==> src/rtl/pts_pkg.sv <==
// ============================================================================
// pts_pkg
// Shared constants and command codes for the priority task scheduler.
// ============================================================================
package pts_pkg;

    // Default sizes of the scheduler.
    localparam int NUM_TASKS_DEF = 8;
    localparam int NUM_PRIOS_DEF = 32;

    // Lock nesting saturates at this depth.
    localparam logic [7:0] LOCK_MAX = 8'd255;

    // Time slice length after reset.
    localparam logic [7:0] SLICE_RESET = 8'd10;

    // Stream widths in bits, padded to whole bytes.
    localparam int IN_DATA_W  = 40;
    localparam int OUT_DATA_W = 48;

    // Command codes.
    localparam logic [2:0] OP_READY    = 3'd0;
    localparam logic [2:0] OP_UNREADY  = 3'd1;
    localparam logic [2:0] OP_DELAY    = 3'd2;
    localparam logic [2:0] OP_WAKE     = 3'd3;
    localparam logic [2:0] OP_TICK     = 3'd4;
    localparam logic [2:0] OP_LOCK     = 3'd5;
    localparam logic [2:0] OP_UNLOCK   = 3'd6;
    localparam logic [2:0] OP_SCHEDULE = 3'd7;

endpackage

==> src/rtl/priority_task_scheduler.sv <==
// ============================================================================
// priority_task_scheduler
// RTOS task scheduler with per-priority FIFO queues, a ready bitmap, a delay
// list with tick countdown, round-robin time slices and a lock depth.
// ============================================================================
//
//  Channel   Direction  Beat contents
//  s_axis    in         one command: op (tuser), task_id, prio, wait_ticks
//  m_axis    out        one result: switched, running_task, running_valid,
//                       lock_depth, ready_map
//  cfg       in         slice_reload write
//
//  Ready, unready, delay wait, wake and lock pass through the execute and
//  done states; schedule and an unlock that reaches zero add a schedule state.
//  A tick walks the delay list, one entry per cycle through the shared 32-bit
//  countdown, then takes a slice step and a schedule step.
//  Reset is asynchronous and active low; no clearing pass is needed.
//  A stalled result holds in the output register; the sequencer waits for it.
//
module priority_task_scheduler #(
    parameter int NUM_TASKS = pts_pkg::NUM_TASKS_DEF,
    parameter int NUM_PRIOS = pts_pkg::NUM_PRIOS_DEF
) (
    input  logic                           clk,
    input  logic                           rst_n,
    // tuser: op[2:0]
    // tdata: task_id[2:0], prio[7:3], wait_ticks[39:8]
    input  logic                           s_axis_tvalid,
    output logic                           s_axis_tready,
    input  logic [2:0]                     s_axis_tuser,
    input  logic [pts_pkg::IN_DATA_W-1:0]  s_axis_tdata,
    // tdata: switched[0], running_task[3:1], running_valid[4],
    //        lock_depth[12:5], ready_map[44:13], zeros
    output logic                           m_axis_tvalid,
    input  logic                           m_axis_tready,
    output logic [pts_pkg::OUT_DATA_W-1:0] m_axis_tdata,
    input  logic                           cfg_valid,
    output logic                           cfg_ready,
    input  logic [7:0]                     cfg_data
);

    localparam int TW = (NUM_TASKS > 1) ? $clog2(NUM_TASKS) : 1;
    localparam int PW = (NUM_PRIOS > 1) ? $clog2(NUM_PRIOS) : 1;

    typedef enum logic [2:0] {
        S_IDLE,
        S_EXEC,
        S_WALK,
        S_SLICE,
        S_SCHED,
        S_DONE
    } state_t;

    state_t                  state_reg, state_next;
    logic [2:0]              op_reg, op_next;
    logic [2:0]              tid_reg, tid_next;
    logic [4:0]              pin_reg, pin_next;
    logic [31:0]             ticks_reg, ticks_next;

    logic [PW-1:0]           prio_reg [NUM_TASKS];
    logic [PW-1:0]           prio_next [NUM_TASKS];
    logic [TW-1:0]           rank_reg [NUM_TASKS];
    logic [TW-1:0]           rank_next [NUM_TASKS];
    logic [NUM_TASKS-1:0]    ready_reg, ready_next;
    logic [NUM_PRIOS-1:0]    bitmap_reg, bitmap_next;
    logic [31:0]             wait_reg [NUM_TASKS];
    logic [31:0]             wait_next [NUM_TASKS];
    logic [NUM_TASKS-1:0]    dly_reg, dly_next;
    logic [TW-1:0]           age_reg [NUM_TASKS];
    logic [TW-1:0]           age_next [NUM_TASKS];
    logic [7:0]              slice_reg [NUM_TASKS];
    logic [7:0]              slice_next [NUM_TASKS];
    logic [TW-1:0]           order_reg [NUM_TASKS];
    logic [TW-1:0]           order_next [NUM_TASKS];
    logic [NUM_TASKS-1:0]    has_reg, has_next;
    logic [TW-1:0]           idx_reg, idx_next;
    logic [7:0]              lock_reg, lock_next;
    logic [TW-1:0]           cur_reg, cur_next;
    logic                    cur_valid_reg, cur_valid_next;
    logic [7:0]              reload_reg, reload_next;
    logic                    sw_reg, sw_next;
    logic                    out_valid_reg, out_valid_next;
    logic [pts_pkg::OUT_DATA_W-1:0] out_data_reg, out_data_next;

    logic                    pick_found;
    logic [TW-1:0]           pick_task;

    // Head-of-queue search for the schedule step.
    pts_head_pick #(
        .NUM_TASKS(NUM_TASKS),
        .NUM_PRIOS(NUM_PRIOS)
    ) u_pick (
        .bitmap(bitmap_reg),
        .ready (ready_reg),
        .prio  (prio_reg),
        .rank  (rank_reg),
        .found (pick_found),
        .pick  (pick_task)
    );

    assign s_axis_tready = (state_reg == S_IDLE);
    assign m_axis_tvalid = out_valid_reg;
    assign m_axis_tdata  = out_data_reg;
    assign cfg_ready     = 1'b1;

    // Sequencer and all list updates.
    always_comb
    begin
        logic          tid_ok;
        logic [TW-1:0] t;
        logic [TW-1:0] e;
        logic [TW-1:0] c;
        logic [PW-1:0] pr;
        logic [PW-1:0] pe;
        logic [TW:0]   cnt;
        logic [7:0]    s;

        state_next     = state_reg;
        op_next        = op_reg;
        tid_next       = tid_reg;
        pin_next       = pin_reg;
        ticks_next     = ticks_reg;
        prio_next      = prio_reg;
        rank_next      = rank_reg;
        ready_next     = ready_reg;
        bitmap_next    = bitmap_reg;
        wait_next      = wait_reg;
        dly_next       = dly_reg;
        age_next       = age_reg;
        slice_next     = slice_reg;
        order_next     = order_reg;
        has_next       = has_reg;
        idx_next       = idx_reg;
        lock_next      = lock_reg;
        cur_next       = cur_reg;
        cur_valid_next = cur_valid_reg;
        reload_next    = reload_reg;
        sw_next        = sw_reg;
        out_valid_next = out_valid_reg && !m_axis_tready;
        out_data_next  = out_data_reg;

        tid_ok = (7'(tid_reg) < 7'(NUM_TASKS));
        t      = TW'(tid_reg);
        pr     = (7'(pin_reg) >= 7'(NUM_PRIOS)) ? PW'(NUM_PRIOS - 1) : PW'(pin_reg);
        e      = order_reg[idx_reg];
        c      = cur_reg;
        pe     = prio_reg[e];
        cnt    = '0;
        s      = slice_reg[c] - 8'd1;

        if (cfg_valid)
        begin
            reload_next = cfg_data;
        end

        case (state_reg)
            S_IDLE:
            begin
                if (s_axis_tvalid)
                begin
                    op_next    = s_axis_tuser;
                    tid_next   = s_axis_tdata[2:0];
                    pin_next   = s_axis_tdata[7:3];
                    ticks_next = s_axis_tdata[39:8];
                    sw_next    = 1'b0;
                    state_next = S_EXEC;
                end
            end

            S_EXEC:
            begin
                state_next = S_DONE;
                case (op_reg)
                    pts_pkg::OP_READY:
                    begin
                        if (tid_ok && !ready_reg[t])
                        begin
                            prio_next[t] = pr;
                            for (int u = 0; u < NUM_TASKS; u++)
                            begin
                                if (ready_reg[u] && prio_reg[u] == pr)
                                begin
                                    cnt = cnt + 1'b1;
                                end
                            end
                            rank_next[t]   = TW'(cnt);
                            ready_next[t]  = 1'b1;
                            bitmap_next[pr] = 1'b1;
                        end
                    end
                    pts_pkg::OP_UNREADY:
                    begin
                        if (tid_ok && ready_reg[t])
                        begin
                            ready_next[t] = 1'b0;
                            for (int u = 0; u < NUM_TASKS; u++)
                            begin
                                if (TW'(u) != t && ready_reg[u] &&
                                    prio_reg[u] == prio_reg[t])
                                begin
                                    cnt = cnt + 1'b1;
                                    if (rank_reg[u] > rank_reg[t])
                                    begin
                                        rank_next[u] = rank_reg[u] - 1'b1;
                                    end
                                end
                            end
                            if (cnt == '0)
                            begin
                                bitmap_next[prio_reg[t]] = 1'b0;
                            end
                        end
                    end
                    pts_pkg::OP_DELAY:
                    begin
                        if (tid_ok)
                        begin
                            // Older entries age by one; those behind the
                            // task's old place keep their age.
                            for (int u = 0; u < NUM_TASKS; u++)
                            begin
                                if (TW'(u) != t && dly_reg[u] &&
                                    !(dly_reg[t] && age_reg[u] > age_reg[t]))
                                begin
                                    age_next[u] = age_reg[u] + 1'b1;
                                end
                            end
                            age_next[t]  = '0;
                            dly_next[t]  = 1'b1;
                            wait_next[t] = ticks_reg;
                        end
                    end
                    pts_pkg::OP_WAKE:
                    begin
                        if (tid_ok && dly_reg[t])
                        begin
                            for (int u = 0; u < NUM_TASKS; u++)
                            begin
                                if (dly_reg[u] && age_reg[u] > age_reg[t])
                                begin
                                    age_next[u] = age_reg[u] - 1'b1;
                                end
                            end
                            dly_next[t] = 1'b0;
                            age_next[t] = '0;
                        end
                    end
                    pts_pkg::OP_TICK:
                    begin
                        // Snapshot the delay list in age order.
                        has_next = '0;
                        for (int u = 0; u < NUM_TASKS; u++)
                        begin
                            if (dly_reg[u])
                            begin
                                order_next[age_reg[u]] = TW'(u);
                                has_next[age_reg[u]]   = 1'b1;
                            end
                        end
                        idx_next   = '0;
                        state_next = S_WALK;
                    end
                    pts_pkg::OP_LOCK:
                    begin
                        if (lock_reg != pts_pkg::LOCK_MAX)
                        begin
                            lock_next = lock_reg + 8'd1;
                        end
                    end
                    pts_pkg::OP_UNLOCK:
                    begin
                        if (lock_reg != 8'd0)
                        begin
                            lock_next = lock_reg - 8'd1;
                            if (lock_reg == 8'd1)
                            begin
                                state_next = S_SCHED;
                            end
                        end
                    end
                    default:
                    begin
                        state_next = S_SCHED;
                    end
                endcase
            end

            S_WALK:
            begin
                // One delay list entry per cycle through the shared countdown.
                if (has_reg[idx_reg])
                begin
                    if (wait_reg[e] <= 32'd1)
                    begin
                        wait_next[e] = '0;
                        for (int u = 0; u < NUM_TASKS; u++)
                        begin
                            if (dly_reg[u] && age_reg[u] > age_reg[e])
                            begin
                                age_next[u] = age_reg[u] - 1'b1;
                            end
                        end
                        dly_next[e] = 1'b0;
                        age_next[e] = '0;
                        if (!ready_reg[e])
                        begin
                            for (int u = 0; u < NUM_TASKS; u++)
                            begin
                                if (ready_reg[u] && prio_reg[u] == pe)
                                begin
                                    cnt = cnt + 1'b1;
                                end
                            end
                            rank_next[e]    = TW'(cnt);
                            ready_next[e]   = 1'b1;
                            bitmap_next[pe] = 1'b1;
                        end
                    end
                    else
                    begin
                        wait_next[e] = wait_reg[e] - 32'd1;
                    end
                end
                if (idx_reg == TW'(NUM_TASKS - 1))
                begin
                    state_next = S_SLICE;
                end
                else
                begin
                    idx_next = idx_reg + 1'b1;
                end
            end

            S_SLICE:
            begin
                // Running task's slice; on expiry it moves to its queue tail.
                if (cur_valid_reg)
                begin
                    if (s == 8'd0)
                    begin
                        slice_next[c] = reload_reg;
                        if (ready_reg[c])
                        begin
                            for (int u = 0; u < NUM_TASKS; u++)
                            begin
                                if (TW'(u) != c && ready_reg[u] &&
                                    prio_reg[u] == prio_reg[c])
                                begin
                                    cnt = cnt + 1'b1;
                                    if (rank_reg[u] > rank_reg[c])
                                    begin
                                        rank_next[u] = rank_reg[u] - 1'b1;
                                    end
                                end
                            end
                            rank_next[c] = TW'(cnt);
                        end
                    end
                    else
                    begin
                        slice_next[c] = s;
                    end
                end
                state_next = S_SCHED;
            end

            S_SCHED:
            begin
                if (lock_reg == 8'd0 && pick_found &&
                    !(cur_valid_reg && cur_reg == pick_task))
                begin
                    cur_next       = pick_task;
                    cur_valid_next = 1'b1;
                    sw_next        = 1'b1;
                end
                state_next = S_DONE;
            end

            S_DONE:
            begin
                if (!out_valid_reg || m_axis_tready)
                begin
                    out_valid_next = 1'b1;
                    out_data_next  = {3'b000, 32'(bitmap_reg), lock_reg,
                                      cur_valid_reg, 3'(cur_reg), sw_reg};
                    state_next     = S_IDLE;
                end
            end

            default:
            begin
                state_next = S_IDLE;
            end
        endcase
    end

    // Control, list state and the result register.
    always_ff @(posedge clk or negedge rst_n)
    begin
        if (!rst_n)
        begin
            state_reg     <= S_IDLE;
            ready_reg     <= '0;
            bitmap_reg    <= '0;
            dly_reg       <= '0;
            has_reg       <= '0;
            idx_reg       <= '0;
            lock_reg      <= '0;
            cur_reg       <= '0;
            cur_valid_reg <= 1'b0;
            reload_reg    <= pts_pkg::SLICE_RESET;
            sw_reg        <= 1'b0;
            out_valid_reg <= 1'b0;
            out_data_reg  <= '0;
            for (int u = 0; u < NUM_TASKS; u++)
            begin
                age_reg[u]   <= '0;
                slice_reg[u] <= pts_pkg::SLICE_RESET;
            end
        end
        else
        begin
            state_reg     <= state_next;
            ready_reg     <= ready_next;
            bitmap_reg    <= bitmap_next;
            dly_reg       <= dly_next;
            has_reg       <= has_next;
            idx_reg       <= idx_next;
            lock_reg      <= lock_next;
            cur_reg       <= cur_next;
            cur_valid_reg <= cur_valid_next;
            reload_reg    <= reload_next;
            sw_reg        <= sw_next;
            out_valid_reg <= out_valid_next;
            out_data_reg  <= out_data_next;
            age_reg       <= age_next;
            slice_reg     <= slice_next;
        end
    end

    // Payload registers.
    always_ff @(posedge clk)
    begin
        op_reg       <= op_next;
        tid_reg      <= tid_next;
        pin_reg      <= pin_next;
        ticks_reg    <= ticks_next;
        prio_reg     <= prio_next;
        rank_reg     <= rank_next;
        wait_reg     <= wait_next;
        order_reg    <= order_next;
    end

    // Once a task has been chosen there is always a running task.
    a_cur_valid_stays: assert property (@(posedge clk) disable iff (!rst_n)
        cur_valid_reg |=> cur_valid_reg)
        else $error("running task became invalid");

    // An accepted command blocks the next one.
    a_busy_after_accept: assert property (@(posedge clk) disable iff (!rst_n)
        (s_axis_tvalid && s_axis_tready) |=> !s_axis_tready)
        else $error("command accepted while busy");

    // An empty bitmap means no task sits in any ready queue.
    a_bitmap_ready: assert property (@(posedge clk) disable iff (!rst_n)
        (bitmap_reg == '0) |-> (ready_reg == '0))
        else $error("ready task with empty bitmap");

    // A reported switch always comes with a valid running task.
    a_switch_valid: assert property (@(posedge clk) disable iff (!rst_n)
        (out_valid_reg && out_data_reg[0]) |-> out_data_reg[4])
        else $error("switch reported without running task");

endmodule

==> src/rtl/pts_head_pick.sv <==
// ============================================================================
// pts_head_pick
// Finds the highest non-empty priority and the task at the head of its queue.
// ============================================================================
module pts_head_pick #(
    parameter int NUM_TASKS = pts_pkg::NUM_TASKS_DEF,
    parameter int NUM_PRIOS = pts_pkg::NUM_PRIOS_DEF,
    localparam int TW = (NUM_TASKS > 1) ? $clog2(NUM_TASKS) : 1,
    localparam int PW = (NUM_PRIOS > 1) ? $clog2(NUM_PRIOS) : 1
) (
    input  logic [NUM_PRIOS-1:0] bitmap,
    input  logic [NUM_TASKS-1:0] ready,
    input  logic [PW-1:0]        prio [NUM_TASKS],
    input  logic [TW-1:0]        rank [NUM_TASKS],
    output logic                 found,
    output logic [TW-1:0]        pick
);

    logic [PW-1:0] top_prio;
    logic          head_hit;

    // Lowest set bit of the bitmap is the highest priority.
    always_comb
    begin
        top_prio = '0;
        for (int i = NUM_PRIOS - 1; i >= 0; i--)
        begin
            if (bitmap[i])
            begin
                top_prio = PW'(i);
            end
        end
    end

    // The head of a queue is the ready task of that priority with rank zero.
    always_comb
    begin
        head_hit = 1'b0;
        pick     = '0;
        for (int t = NUM_TASKS - 1; t >= 0; t--)
        begin
            if (ready[t] && prio[t] == top_prio && rank[t] == '0)
            begin
                head_hit = 1'b1;
                pick     = TW'(t);
            end
        end
    end

    assign found = (|bitmap) && head_hit;

endmodule

==> config.mk <==
export PLATFORM = sky130hd
export DESIGN_NAME = priority_task_scheduler
export DESIGN_NICKNAME = d
export VERILOG_FILES = /design/src/rtl/pts_pkg.sv /design/src/rtl/priority_task_scheduler.sv /design/src/rtl/pts_head_pick.sv
export SDC_FILE = /design/constraint.sdc
export NUM_CORES = 2
export LEC_CHECK = 0
export BUFFER_PORTS_ARGS = -buffer_cell sky130_fd_sc_hd__buf_2
export CORE_MARGIN = 1.5
export CORE_UTILIZATION = 35
export DETAILED_ROUTE_END_ITERATION = 7
export HOLD_SLACK_MARGIN = 0.08
export PLACE_DENSITY_LB_ADDON = 0.05
export SYNTH_ARGS = -nofsm -noshare
export SYNTH_HDL_FRONTEND = slang
export SYNTH_SLANG_ARGS = --single-unit
==> constraint.sdc <==
create_clock -name clk -period 9.6 [get_ports clk]
set_input_delay 1.92 -clock clk [delete_from_list [all_inputs] [get_ports clk]]
set_output_delay 1.92 -clock clk [all_outputs]
set_load 0.005 [all_outputs]
==> results_dict.tcl <==
set metrics [dict create \
    layout_commonest_cell "nand2_1" \
    intPower_w 0.00691 \
    fin_skew_ps 55.9 \
    leakagePower_nw 18.0 \
    synth.avg_cell_area_um2 9.11 \
    numClockSinks 604 \
    hold_depth 2 \
    netlist_area_um2 43300 \
    ys_seq_elements 604 \
    ys_seq_area_frac 0.394 \
    io_pins 107 \
    h-tree-depth 3 \
    largest_reg_flops 256 \
    final_area_um2 48600 \
    grt_pass1_wl_um 281000 \
    place_inst 6300 \
    cp.depth 34 \
    grt_overflow 0 \
    multi_input_area_um2 24500 \
    grt_use_total 0.304 \
    power_frac_comb 0.488 \
    netSwitchingFraction 0.466 \
    wl_met3_um 15100 \
    dpl.hpwl_um 131000 \
    die_area_um2 126000 \
    path_buf_inv 7 \
    period_share 0.873 \
    switchingPower_w 0.00602 \
    slew_violations 0 \
    ant_nets 0 \
    numPortBuffers 102 \
    firstDrtPassIters 6 \
    remaining_drc_errors 0 \
    crit_arrival_ps 9020 \
    start_util 0.354 \
    fin_nets 4979 \
    crit_fanout 33 \
    register_area_um2 17100 \
    drt_iter0_drc 4781 \
    crit_type "reg2reg" \
    fill_cells 12300 \
    cts_buffer_depth 3 \
    seq_power_share 0.277 \
    top_layer "met4" \
    fin_cells 6454 \
    netlist_top_cells_area "edfxtp_1 27%, dfrtp_1 11%, a21oi_1 4.8%" \
    grt_max_degree 150 \
    yosysWarningCount 0 \
    ir_worst_vdd_mv 0.137 \
    die_h_um 355 \
    maxCapViolations 0 \
    p_total_w 0.0129 \
    hold_class "reg2reg" \
    hold_viol 0 \
    hold_ws_ps 469 \
    routedWlPerCell_um 30.3 \
    cts_made_buffers 80 \
    cts.repair.resized 0 \
    worstMarginPinSlew_ps 1360 \
    critical_path.top_delay_family "simple AND/OR/NAND/NOR gates" \
    root_buffer "clkbuf_16" \
    placed_area_um2 45900 \
    critical_path_required_ps 10230 \
    finalSetupTns_ps 0 \
    area_growth_pct 12.1 \
    crit_slowest_cell "edfxtp_1" \
    vias_per_cell 6.17 \
    met2WireLength_um 87400 \
    cts_hold_buffers 0 \
    powerDensity_nw_per_um2 266 \
    fp-row-count 128 \
    setup_violations 0 \
    yosysUniqueCellTypes 100 \
    slowest_delay_ps 970 \
    die_x_um 355 \
    reg2reg_depth 34 \
    place_congestion 0.936 \
    post_cts_buffers 0 \
    slew_headroom 0.0933 \
    cp_common_cell "ha_1" \
    grt_pass1_vias 38400 \
    drive_above_1_share 0.129 \
    insertion_delay_ps 720 \
    crit_path_end_kind "flip-flop" \
    max_freq_mhz 119 \
    yosys.area.top_type_share 0.268 \
    clk_pin_slew_ps 60 \
    yosys_most_used_dff "edfxtp_1" \
    synth_edf_count 387 \
    antenna_found_initial 4 \
    clkPwrFrac 0.236 \
    rsz0062_at_grt "false" \
    wl_met1_um 83400 \
    status "complete, no violations" \
    cts_tree "done" \
    min_period_ps 8380 \
    synth_top_cell_by_area "edfxtp_1" \
    routed_wirelength_um 195000 \
    mostFrequentLayoutCells "530 x nand2_1, 469 x nor2_1, 413 x a21oi_1" \
    startpoint_type "flip-flop" \
    num_vias 39800 \
    synth_async_sr_flop_share 0.359 \
    synth_cells 4757 \
    core_um2 122000 \
]
==> layout make-up <==
type,count,share of cell area
flip-flops and latches,604,0.352
multi-input cells,3670,0.505
well taps,1625,0.0419
clock inverters,37,0.00788
diodes,7,0.000361
clock buffers,110,0.0460
inverters,137,0.0106
repair buffers,264,0.0368
==> cell families after synthesis <==
kind of cell               synth area share
muxes                                0.0933
DFF                                   0.394
and+or+nand+nor                       0.157
AOI/OAI and AO/OA                     0.207
adders and majority gates            0.0479
xor gates and xnor gates             0.0560
buffers and inverters                0.0453
other                              0.000173
==> tightest hold or removal path, delay by kind of cell (launching register included) <==
kind | cells | cell delay [ps]
flip-flops | 1 | 330
AO/OA/AOI/OAI | 1 | 50
AND/OR/NAND/NOR | 1 | 40
==> worst paths after layout <==
path / endpoint / slack, ps / from
max in group asynchronous: slice_reg[32] / 6950 / rst_n
min in group asynchronous: bitmap_reg[18] / 1230 / rst_n
setup reg to reg: bitmap_reg[0] / 1220 / tid_reg[0]
setup / recovery: bitmap_reg[0] / 1220 / tid_reg[0]
hold / removal: m_axis_tdata[19] / 470 / m_axis_tdata[19]
hold reg to reg: m_axis_tdata[19] / 470 / m_axis_tdata[19]
==> stage by stage <==
stage / worst slack, ps / utilization
finish: 1220 / 0.397
global route: 597 / 0.397
CTS: 1220 / 0.397
detailed placement: 1280 / 0.375
global placement: 1350 / 0.375
floorplan: 2640 / -
==> power by group through the flow <==
| stage | sequential [W] | combinational [W] | clock [W] |
|---|---|---|---|
| 2_1_floorplan | 0.00332 | 0.00417 | 0 |
| 3_3_place_gp | 0.00361 | 0.00619 | 0 |
| 3_5_place_dp | 0.00362 | 0.00621 | 0 |
| 4_1_cts | 0.00357 | 0.00623 | 0.00312 |
| 5_1_grt | 0.00361 | 0.00682 | 0.00320 |
| 6_report | 0.00358 | 0.00631 | 0.00305 |
==> cells in the mapped netlist, types with 18 or more instances <==
cell,number
nand2_1,530
a21oi_1,415
a22o_1,39
a31oi_1,75
a221oi_1,33
nor3_1,63
clkbuf_1,220
a21o_1,40
xor2_1,112
xnor2_1,160
a211oi_1,50
nand4_1,39
mux4_2,66
or3_1,26
nor2b_1,37
o22ai_1,62
o22a_1,39
o31ai_1,19
dfrtp_1,199
buf_2,44
mux2_2,86
buf_1,67
o21ai_0,390
and2_1,20
nand2b_1,22
ha_1,166
dfstp_2,18
a22oi_1,52
nor3b_1,23
and3_1,38
edfxtp_1,387
nor4_1,35
nor2_1,481
nand3_1,112
mux2i_1,142
a32oi_1,39
a221o_1,47
inv_1,134
==> metal layers <==
metal,GRT usage,up-vias
li1,-,17600
met1,0.416,19800
met2,0.475,1993
met3,0.0470,421
met4,0.132,0
met5,0,-
Note: power is estimated with default switching activity, not from simulation.
